`config.mk`:
```
export PLATFORM = sky130hd
export DESIGN_NAME = key_matrix_debounce_keymap_top
export DESIGN_NICKNAME = d
export VERILOG_FILES = /design/src/rtl/core/kmd_pkg.sv /design/src/rtl/core/key_matrix_debounce_keymap_top.sv /design/src/rtl/core/kmd_key_store.sv
export SDC_FILE = /design/constraint.sdc
export NUM_CORES = 1
export LEC_CHECK = 0
export BUFFER_PORTS_ARGS = -buffer_cell sky130_fd_sc_hd__buf_2
export CAP_MARGIN = 20
export CORE_UTILIZATION = 60
export CTS_CLUSTER_DIAMETER = 100
export DETAILED_ROUTE_END_ITERATION = 10
export PLACE_DENSITY = 0.82
export REMOVE_ABC_BUFFERS = 1
export SKIP_LAST_GASP = 1
export SLEW_MARGIN = 5
export SYNTH_ARGS = -nofsm -noshare
export SYNTH_HDL_FRONTEND = slang
export SYNTH_HIERARCHICAL = 1
export SYNTH_SLANG_ARGS = --single-unit
```
`constraint.sdc`:
```
create_clock -name clk -period 8.25 [get_ports clk]
set_input_delay 0.4125 -clock clk [delete_from_list [all_inputs] [get_ports clk]]
set_output_delay 0.4125 -clock clk [all_outputs]
set_load 0.01 [all_outputs]
```
`src/rtl/core/kmd_pkg.sv`:
```
// Shared types and constants for the key matrix debouncer.
package kmd_pkg;

    localparam logic       OP_SAMPLE      = 1'b0;
    localparam logic       OP_MAP_WRITE   = 1'b1;

    localparam logic [1:0] EV_NONE        = 2'd0;
    localparam logic [1:0] EV_PRESS       = 2'd1;
    localparam logic [1:0] EV_RELEASE     = 2'd2;

    localparam logic [7:0] DEBOUNCE_RESET = 8'd18;
    localparam logic [4:0] ACTIVE_MAX     = 5'd31;

    typedef struct packed {
        logic        op;
        logic [2:0]  row;
        logic [2:0]  col;
        logic        key_down;
        logic [31:0] now_ms;
        logic [7:0]  map_code;
    } sample_t;

    typedef struct packed {
        logic [1:0]  event_res;
        logic [7:0]  key_code;
        logic [4:0]  active_count;
        logic [15:0] press_total;
    } result_t;

    // One key's stored state: mapped code, raw and stable level, last change time.
    typedef struct packed {
        logic [7:0]  code;
        logic        raw;
        logic        stable;
        logic [31:0] ctime;
    } entry_t;

endpackage

```
`src/rtl/core/key_matrix_debounce_keymap_top.sv`:
```
// Top level of the key matrix debouncer with keymap lookup.
// Each transfer on the sample channel is either a key sample or a keymap write and
// yields exactly one transfer on the result channel. The block takes one item per
// cycle unless result_ready stalls it: the accepted item's key entry is read from
// the key store at the accept edge, updated in the update stage (debounce compare
// on the wrapping 32-bit time difference, stable-level change, keymap lookup) and
// written back, while the result goes to an output register. Back-to-back items
// on the same key are served by forwarding the just-written entry inside the key
// store. The held-key count and press total live in registers and update with each
// sample; the reported held count saturates at 31. Keymap entries must be written
// before a sample of that key can change its stable level. The debounce time is
// written via cfg_we/cfg_data, resets to 18; write only while idle (not enforced).
module key_matrix_debounce_keymap_top #(
    parameter int ROW_COUNT = 5,
    parameter int COL_COUNT = 5
) (
    input  logic             clk,
    input  logic             rst_n,
    input  logic             cfg_we,
    input  logic [7:0]       cfg_data,
    input  logic             sample_valid,
    output logic             sample_ready,
    input  kmd_pkg::sample_t sample,
    output logic             result_valid,
    input  logic             result_ready,
    output kmd_pkg::result_t result
);
    import kmd_pkg::*;

    localparam int KEY_TOTAL = ROW_COUNT * COL_COUNT;
    localparam int IDX_W     = (KEY_TOTAL > 1) ? $clog2(KEY_TOTAL) : 1;
    localparam int HELD_W    = $clog2(KEY_TOTAL + 1);
    localparam logic [4:0] ROW_LIM = 5'(ROW_COUNT);
    localparam logic [4:0] COL_LIM = 5'(COL_COUNT);
    localparam logic [4:0] COL_MUL = 5'(COL_COUNT);

    // Configuration
    logic [7:0]        deb_reg;

    // Update stage
    logic              s1_valid_reg;
    sample_t           s1_item_reg;
    logic [IDX_W-1:0]  s1_idx_reg;
    logic              s1_inrange_reg;
    logic              s1_adv;

    // Counters
    logic [HELD_W-1:0] held_reg;
    logic [HELD_W-1:0] held_next;
    logic [15:0]       press_reg;
    logic [15:0]       press_next;

    // Output register
    logic              result_valid_reg;
    result_t           result_reg;

    // Input decode
    logic              accept;
    logic              in_range;
    logic [8:0]        idx_full;
    logic [IDX_W-1:0]  in_idx;

    // Key store access
    entry_t            cur;
    entry_t            upd;
    logic              wr_en;
    logic [31:0]       elapsed;
    logic [1:0]        ev;
    logic [7:0]        code_out;
    logic [8:0]        held_wide;

    // Advance the update stage whenever the output register is free or draining.
    assign s1_adv       = s1_valid_reg && (!result_valid_reg || result_ready);
    assign sample_ready = !s1_valid_reg || s1_adv;
    assign accept       = sample_valid && sample_ready;

    assign in_range = ({2'b00, sample.row} < ROW_LIM) && ({2'b00, sample.col} < COL_LIM);
    assign idx_full = {6'd0, sample.row} * {4'd0, COL_MUL} + {6'd0, sample.col};
    assign in_idx   = idx_full[IDX_W-1:0];

    // Out-of-range items leave every key untouched.
    assign wr_en = s1_adv && s1_inrange_reg;

    // Skip the store read for a position outside the matrix.
    kmd_key_store #(
        .KEY_TOTAL (KEY_TOTAL),
        .IDX_W     (IDX_W)
    ) u_store (
        .clk     (clk),
        .rst_n   (rst_n),
        .rd_en   (accept && in_range),
        .rd_idx  (in_idx),
        .wr_en   (wr_en),
        .wr_idx  (s1_idx_reg),
        .wr_data (upd),
        .rd_data (cur)
    );

    // Read-modify-write of the key entry, debounce decision and event report.
    always_comb
    begin
        upd        = cur;
        ev         = EV_NONE;
        code_out   = 8'd0;
        held_next  = held_reg;
        press_next = press_reg;
        elapsed    = 32'd0;
        if (s1_inrange_reg)
        begin
            if (s1_item_reg.op == OP_MAP_WRITE)
            begin
                upd.code = s1_item_reg.map_code;
            end
            else
            begin
                // Restart the hold timer on a raw level change.
                if (s1_item_reg.key_down != cur.raw)
                begin
                    upd.raw   = s1_item_reg.key_down;
                    upd.ctime = s1_item_reg.now_ms;
                end
                elapsed = s1_item_reg.now_ms - upd.ctime;
                if ((elapsed >= {24'd0, deb_reg}) && (upd.stable != upd.raw))
                begin
                    upd.stable = upd.raw;
                    if (upd.raw)
                    begin
                        held_next = held_reg + HELD_W'(1);
                    end
                    else
                    begin
                        held_next = held_reg - HELD_W'(1);
                    end
                    // A zero code changes the level silently.
                    if (cur.code != 8'd0)
                    begin
                        code_out = cur.code;
                        if (upd.raw)
                        begin
                            ev         = EV_PRESS;
                            press_next = press_reg + 16'd1;
                        end
                        else
                        begin
                            ev = EV_RELEASE;
                        end
                    end
                end
            end
        end
    end

    assign held_wide = 9'(held_next);

    always_ff @(posedge clk)
    begin
        if (accept)
        begin
            s1_item_reg    <= sample;
            s1_idx_reg     <= in_idx;
            s1_inrange_reg <= in_range;
        end
        if (s1_adv)
        begin
            result_reg.event_res    <= ev;
            result_reg.key_code     <= code_out;
            result_reg.active_count <= (held_wide > {4'd0, ACTIVE_MAX}) ?
                                       ACTIVE_MAX : held_wide[4:0];
            result_reg.press_total  <= press_next;
        end
    end

    always_ff @(posedge clk or negedge rst_n)
    begin
        if (!rst_n)
        begin
            deb_reg          <= DEBOUNCE_RESET;
            s1_valid_reg     <= 1'b0;
            result_valid_reg <= 1'b0;
            held_reg         <= '0;
            press_reg        <= '0;
        end
        else
        begin
            if (cfg_we)
            begin
                deb_reg <= cfg_data;
            end
            if (accept)
            begin
                s1_valid_reg <= 1'b1;
            end
            else if (s1_adv)
            begin
                s1_valid_reg <= 1'b0;
            end
            if (s1_adv)
            begin
                result_valid_reg <= 1'b1;
                held_reg         <= held_next;
                press_reg        <= press_next;
            end
            else if (result_ready)
            begin
                result_valid_reg <= 1'b0;
            end
        end
    end

    assign result_valid = result_valid_reg;
    assign result       = result_reg;

`ifndef ASSERT_OFF
    a_held_bounded: assert property (@(posedge clk) disable iff (!rst_n)
        {1'b0, held_reg} <= (HELD_W + 1)'(KEY_TOTAL))
        else $error("held key count exceeds the number of keys");

    a_event_has_code: assert property (@(posedge clk) disable iff (!rst_n)
        result_valid_reg && (result_reg.event_res != EV_NONE) |-> result_reg.key_code != 8'd0)
        else $error("event reported with a zero key code");

    a_press_only_on_advance: assert property (@(posedge clk) disable iff (!rst_n)
        press_reg != $past(press_reg) |-> $past(s1_adv) && result_reg.event_res == EV_PRESS)
        else $error("press total moved without a reported press");
`endif

endmodule

```
`src/rtl/core/kmd_key_store.sv`:
```
// Per-key state memory with valid bits and write-to-read forwarding.
module kmd_key_store #(
    parameter int KEY_TOTAL = 25,
    parameter int IDX_W     = 5
) (
    input  logic               clk,
    input  logic               rst_n,
    input  logic               rd_en,
    input  logic [IDX_W-1:0]   rd_idx,
    input  logic               wr_en,
    input  logic [IDX_W-1:0]   wr_idx,
    input  kmd_pkg::entry_t    wr_data,
    output kmd_pkg::entry_t    rd_data
);
    import kmd_pkg::*;

    entry_t               mem [KEY_TOTAL];
    logic [KEY_TOTAL-1:0] vld_reg;
    entry_t               mem_q_reg;
    logic                 vld_q_reg;
    logic                 fwd_hit_reg;
    entry_t               fwd_data_reg;

    always_ff @(posedge clk)
    begin
        if (wr_en)
        begin
            mem[wr_idx] <= wr_data;
        end
        if (rd_en)
        begin
            mem_q_reg    <= mem[rd_idx];
            fwd_data_reg <= wr_data;
        end
    end

    always_ff @(posedge clk or negedge rst_n)
    begin
        if (!rst_n)
        begin
            vld_reg     <= '0;
            vld_q_reg   <= 1'b0;
            fwd_hit_reg <= 1'b0;
        end
        else
        begin
            if (wr_en)
            begin
                vld_reg[wr_idx] <= 1'b1;
            end
            if (rd_en)
            begin
                vld_q_reg   <= vld_reg[rd_idx];
                fwd_hit_reg <= wr_en && (wr_idx == rd_idx);
            end
        end
    end

    // An entry never written reads as the reset state (all zero).
    assign rd_data = fwd_hit_reg ? fwd_data_reg : (vld_q_reg ? mem_q_reg : '0);

`ifndef ASSERT_OFF
    a_forward_same_entry: assert property (@(posedge clk) disable iff (!rst_n)
        rd_en && wr_en && (rd_idx == wr_idx) |=> rd_data == $past(wr_data))
        else $error("read of an entry written in the same cycle missed the new data");

    a_write_sets_valid: assert property (@(posedge clk) disable iff (!rst_n)
        wr_en |=> vld_reg[$past(wr_idx)])
        else $error("written entry not marked valid");

    a_read_in_range: assert property (@(posedge clk) disable iff (!rst_n)
        rd_en |-> {1'b0, rd_idx} < (IDX_W + 1)'(KEY_TOTAL))
        else $error("read of an entry beyond the last key");
`endif

endmodule
```
==> impl_metrics.tcl, run 1 <==
set metrics [dict create \
    status "complete, no violations" \
    synthToLayoutAreaGrowth_pct 13.0 \
    slew_headroom_pct 31.9 \
    swShare_pct 26.8 \
    p_switching_uw 4520 \
    numPortBuffers 93 \
    antenna_found_initial 1 \
    dpl.hpwl_um 71500 \
    start_util_pct 60.8 \
    drive_above_1_share_pct 24.8 \
    rows 107 \
    min_path_type "in2reg" \
    place.gp.congestion 0.959 \
    fin_crit_ns 6.60 \
    netlist_top_cells_area "edfxtp_1 (70%), mux4_2 (11%), dfrtp_1 (2.7%)" \
    cts_buffer_depth 3 \
    required_ns 8.69 \
    grt_setup_unrepaired "no" \
    core_um2 85500 \
    synthFlopType "edfxtp_1" \
    max-vdd-ir-drop_mv 0.201 \
    fmax_mhz 151 \
    worst_pin_slew_ns 1.02 \
    p_seq_share_pct 46.5 \
    syn_inst 2712 \
    final_area_um2 58800 \
    synth.cell_area_um2 52000 \
    p_per_area_nw_per_um2 287 \
    clockPowerShare_pct 34.6 \
    report.power.total_uw 16900 \
    drt-initial-drc-count 3638 \
    drc 0 \
    grt_max_degree 106 \
    die_h_um 296 \
    fin_nets 3005 \
    slew_viol_final 0 \
    largest_reg_flops 1050 \
    cts.sinks 1271 \
    grt_pass1_vias 28300 \
    worstSetupPathType "reg2reg" \
    endpoint_kind "register" \
    placedInstanceArea_um2 54000 \
    htreeDepth 3 \
    clk_pin_slew_ns 0.06 \
    synth.distinct_cells 81 \
    yosysWarnings 6 \
    clock_latency_ns 0.72 \
    dr.pass1.iters 6 \
    grt-ovfl-total 0 \
    critPathArrivalTime_ns 7.04 \
    cts_root_buf "clkbuf_16" \
    clock_skew_ns 0.0483 \
    cts_tree "yes" \
    dieArea_um2 87900 \
    ys_top_cells_by_count "edfxtp_1 (1213), mux4_2 (256), mux2i_1 (127), o21ai_0 (72), nand2_1 (66)" \
    yosysSeqAreaShare_pct 72.8 \
    synthArstFlopShare_pct 4.56 \
    synth_area_leader_cell "edfxtp_1" \
    cts_setup_buffers 0 \
    pwr-share-comb_pct 18.9 \
    yosys_register_bits 1271 \
    regMostFlops "u_store/mem" \
    synth_most_common_cell "edfxtp_1" \
    synth_enable_flop_cells 1213 \
    synth.avg_cell_area_um2 19.2 \
    synth_top_area_share_pct 70.0 \
    detail-route-antenna-nets 0 \
    finalSetupViolations 0 \
    grt_use_total_pct 29.9 \
    worst_setup_path_start_kind "register" \
    ctsResizeCount 0 \
    fin_crit_sh_pct 80.1 \
    vias_per_cell 6.75 \
    chipWidth_um 296 \
    dr_total_vias 28000 \
    cts_made_buffers 121 \
    cp_max_fo 62 \
    ios 94 \
    maxCapViolations 0 \
    hold_viol 0 \
    routed_wl_um 129000 \
    post_drt_wl_per_cell_um 31.0 \
    grt_first_pass_wirelength_um 187000 \
    p_int_uw 12400 \
    p_leak_uw 0.0198 \
    ctsHoldBuffers 52 \
]
logic make-up after synthesis:
family	Yosys count	synth area share, %
mux	448	15.0
flops	1271	72.8
buf+inv	170	1.60
compound gates	356	4.74
simple gates	348	3.53
fa+ha+maj	48	1.18
xor+xnor	71	1.20
layout make-up:
type	count	area (um^2)
diodes	1	2.50
clock buffers	135	3100
clock inverters	92	1130
fillers	5101	26800
inverters	28	105
multi-input cells	1271	13600
flip-flops and latches	1271	37900
well taps	1144	1430
repair buffers	205	1540
layout by cell type (no fill, tap or decap), types with 42 or more instances in the layout:
cell | Yosys | routed
mux4_2 | 256 | 256
clkbuf_16 | 0 | 121
o22a_1 | 42 | 42
o21ai_0 | 72 | 67
dfrtp_1 | 56 | 55
o21ai_1 | 50 | 55
edfxtp_1 | 1213 | 1213
dlygate4sd3_1 | 0 | 52
mux2_2 | 62 | 62
buf_4 | 28 | 51
xnor2_1 | 49 | 48
mux2i_1 | 127 | 127
nand3_1 | 44 | 44
nand2_1 | 66 | 66
buf_2 | 40 | 93
power by group through the flow:
stage	clock network (uW)	logic (uW)	registers, uW
floorplan	0	2430	7950
global placement	0	3000	7960
detailed placement	0	3100	7980
CTS	5890	3150	7850
global route	6130	3410	7860
finish	5850	3200	7850
critical path, cell delays in order, from the launching register on:
cell and delay [ns]:
dfrtp_2 0.40, buf_4 0.63, a22o_1 0.29, inv_1 0.09, ha_4 0.31, buf_4 0.59
or2_2 0.28, nand3_1 0.14, nand2_1 0.14, nand4_1 0.10, nand2_1 0.13, nor2_1 0.05
ha_1 0.30, a21oi_1 0.16, nor2b_1 0.06, o21ai_0 0.26, o311a_1 0.22, o2111ai_1 0.12
a2111oi_2 0.35, o211ai_1 0.13, a211oi_1 0.24, and4_1 0.25, nand4_2 0.11, buf_4 0.28
nand2_1 0.26, mux2_2 0.37
path summary, 6_finish.rpt:
kind | start | end | slack (ns) | cells after the start
worst max-delay path | u_store/fwd_hit_reg | result[19] | 1.65 | 25
worst min-delay path | cfg_data[0] | deb_reg[0] | 0.05 | 2
worst max register to register | u_store/fwd_hit_reg | result[19] | 1.65 | 25
worst min register to register | u_store/vld_reg[12] | u_store/vld_reg[12] | 0.47 | 1
max in group asynchronous | rst_n | u_store/fwd_hit_reg | 7.25 | 3
min in group asynchronous | rst_n | result_valid | 0.42 | 3
stage by stage:
step                TNS, ns  hold WS [ns]  setup WS (ns)  util (%)  instances
floorplan           -175.45         0.117          -3.61         -       2570
global placement          0         0.446           1.97      63.1       3862
detailed placement        0         0.453           1.81      63.1       3866
CTS                       0        0.0284           1.74      68.7       4145
finish                    0        0.0492           1.65      68.7       4147
global route              0        0.0467           1.34      68.7       4146
layer usage:
layer  vias up  wire, um  GRT usage, %  share of wire (%)
met5         -        13             0              0.010
met4         2      5180          12.1                4.0
met3       342     13900          6.23                 11
met2      1831     62500          48.2                 49
met1     14400     47000          40.3                 37
li1      11500         -             -                  -
No activity file was read; power rests on OpenSTA's default activity.
==> run 2: changes to the inputs <==
==> constraint.sdc (replaced) <==
create_clock -name clk -period 6.8 [get_ports clk]
set_input_delay 0.34 -clock clk [delete_from_list [all_inputs] [get_ports clk]]
set_output_delay 0.34 -clock clk [all_outputs]
set_load 0.01 [all_outputs]
==> impl_metrics.tcl, run 2 (synthesis results as in run 1) <==
set metrics [dict create \
    status "complete, no violations" \
    htreeDepth 3 \
    dpl.hpwl_um 72700 \
    critPathBufInv 2 \
    worst_pin_slew_ns 1.18 \
    p_per_area_nw_per_um2 344 \
    place.gp.congestion 0.966 \
    p_seq_share_pct 47.2 \
    required_ns 7.25 \
    grt-ovfl-total 0 \
    finalSetupViolations 0 \
    grt_setup_unrepaired "no" \
    cp_max_fo 18 \
    p_leak_uw 0.0197 \
    reg2reg_depth 24 \
    layout_commonest_cell "edfxtp_1" \
    drt-initial-drc-count 3812 \
    path_cells "nor2b_4, a22o_1, inv_1, ha_4, o21ai_0, ha_1, inv_1, ha_1, or2_1, a22oi_2, o21ai_0, xor2_1, ha_1, nor2b_1, o21ai_0, o311a_1, o2111ai_1, a2111oi_2, o211ai_1, a211oi_1, and4_1, nand4_4, nand2_1, mux2_2" \
    grt_max_degree 117 \
    largest_reg_flops 1050 \
    p_int_uw 14700 \
    fin_crit_ns 6.35 \
    synthToLayoutAreaGrowth_pct 12.7 \
    ios 94 \
    post-place-ws_ns 0.370 \
    rr_startpoint "u_store/fwd_hit_reg" \
    regMostFlops "u_store/mem" \
    swShare_pct 27.3 \
    dieArea_um2 87900 \
    reg2reg_to "result[19]" \
    fmax_mhz 157 \
    vias_per_cell 6.76 \
    max-vdd-ir-drop_mv 0.286 \
    r2r_slack_ns 0.45 \
    critPathArrivalTime_ns 6.80 \
    maxCapViolations 0 \
    worstHoldEndpoint "deb_reg[2]" \
    fin_crit_sh_pct 93.4 \
    layout_common_cells "edfxtp_1 (1213), mux4_2 (256), mux2i_1 (127), clkbuf_16 (119), buf_2 (93)" \
    cts_root_buf "clkbuf_16" \
    p_switching_uw 5490 \
    fillers 5145 \
    rows 107 \
    clock_latency_ns 0.71 \
    start_util_pct 60.8 \
    setup-tns-final_ns 0 \
    slew_viol_final 0 \
    worst_setup_path_start_kind "register" \
    cts_tree "yes" \
    grt_first_pass_wirelength_um 187000 \
    endpoint_kind "register" \
    die_h_um 296 \
    fin_ws_ns 0.449 \
    clk_pin_slew_ns 0.06 \
    max_stage_delay_ns 0.59 \
    fin_nets 3014 \
    chipWidth_um 296 \
    cts_made_buffers 119 \
    hold_viol 0 \
    cts_setup_buffers 0 \
    pwr-share-comb_pct 19.3 \
    core_um2 85500 \
    clockPowerShare_pct 33.5 \
    critPathSlowestCell "dfrtp_2" \
    clock_skew_ns 0.0515 \
    post_drt_wl_per_cell_um 30.9 \
    antenna_found_initial 0 \
    cpLargestDelayFamily "compound AO/OA/AOI/OAI gates" \
    cts.sinks 1271 \
    grt_pass1_vias 28300 \
    numPortBuffers 93 \
    min_from "cfg_we" \
    cts_buffer_depth 3 \
    drive_above_1_share_pct 24.5 \
    drc 0 \
    final_util_pct 68.6 \
    min_path_cells 3 \
    dr.pass1.iters 7 \
    grt_use_total_pct 29.9 \
    routed_wl_um 128000 \
    detail-route-antenna-nets 0 \
    dr_total_vias 28100 \
    min_path_type "in2reg" \
    slew_headroom_pct 21.2 \
    report.power.total_uw 20200 \
    worstSetupPathType "reg2reg" \
]
-- run 2: cell types whose count changed in the layout (fill, tap and decap cells not counted), sizes merged, moves of 2 or more --
| cell | change |
|---|---|
| bufinv | -8 |
| buf | +7 |
| clkbuf | +6 |
| dlygate4sd3 | +4 |
| clkinvlp | +2 |
| inv | -2 |
-- run 2: worst max-delay path by stage --
stage,startpoint,to,slack [ns],cells past startpoint
finish,u_store/fwd_hit_reg,result[19],0.45,24
global route,u_store/fwd_hit_reg,result[19],0.17,24
CTS,u_store/fwd_hit_reg,result[19],0.30,25
detailed placement,u_store/fwd_hit_reg,result[19],0.37,21
global placement,u_store/fwd_hit_reg,result[19],0.61,25
floorplan,sample[41],u_store/vld_q_reg,-4.98,5
-- run 2: area by class of cell --
type | count | area, um^2 | area share [%]
flip-flops and latches | 1271 | 37900 | 64.6
multi-input cells | 1271 | 13600 | 23.2
clock buffers | 141 | 3060 | 5.22
repair buffers | 216 | 1630 | 2.78
well taps | 1144 | 1430 | 2.44
clock inverters | 85 | 930 | 1.59
inverters | 28 | 105 | 0.179
diodes | 1 | 2.50 | 0.00427
-- run 2: what timing repair did --
action,in CTS,in global routing
endpoints found under the hold margin,108,0
resized for setup,0,2
hold buffers,56,0
setup endpoints to repair,0,3
-- run 2: layer usage --
metal | wire length, um | GRT usage [%] | up-vias
li1 | - | - | 11500
met1 | 47300 | 41.3 | 14400
met2 | 62300 | 48.2 | 1867
met3 | 13900 | 4.99 | 286
met4 | 4850 | 11.7 | 0
met5 | 0 | 0 | -
-- run 2: power by group through the flow --
| stage | sequential [uW] | clock [uW] | combinational (uW) |
|---|---|---|---|
| 2_1_floorplan | 9650 | 0 | 2950 |
| 6_report | 9520 | 6750 | 3890 |
| 4_1_cts | 9520 | 6800 | 3830 |
| 3_3_place_gp | 9660 | 0 | 3660 |
| 3_5_place_dp | 9680 | 0 | 3770 |
| 5_1_grt | 9540 | 7090 | 4150 |
-- run 2: through the flow --
| stage | area (um^2) | hold WS (ns) | std cells |
|---|---|---|---|
| floorplan | 51300 | 0.0444 | 2570 |
| global placement | 54100 | 0.446 | 3873 |
| detailed placement | 54100 | 0.450 | 3873 |
| finish | 58600 | 0.0446 | 4157 |
| CTS | 58600 | 0.0151 | 4155 |
| global route | 58600 | 0.0449 | 4156 |
-- run 2: worst min-delay path, delay by kind of cell --
| family | cells | cell delay, ns |
|---|---|---|
| compound gates | 1 | 0.07 |
| buf+inv | 1 | 0.20 |
| simple gates | 1 | 0.08 |
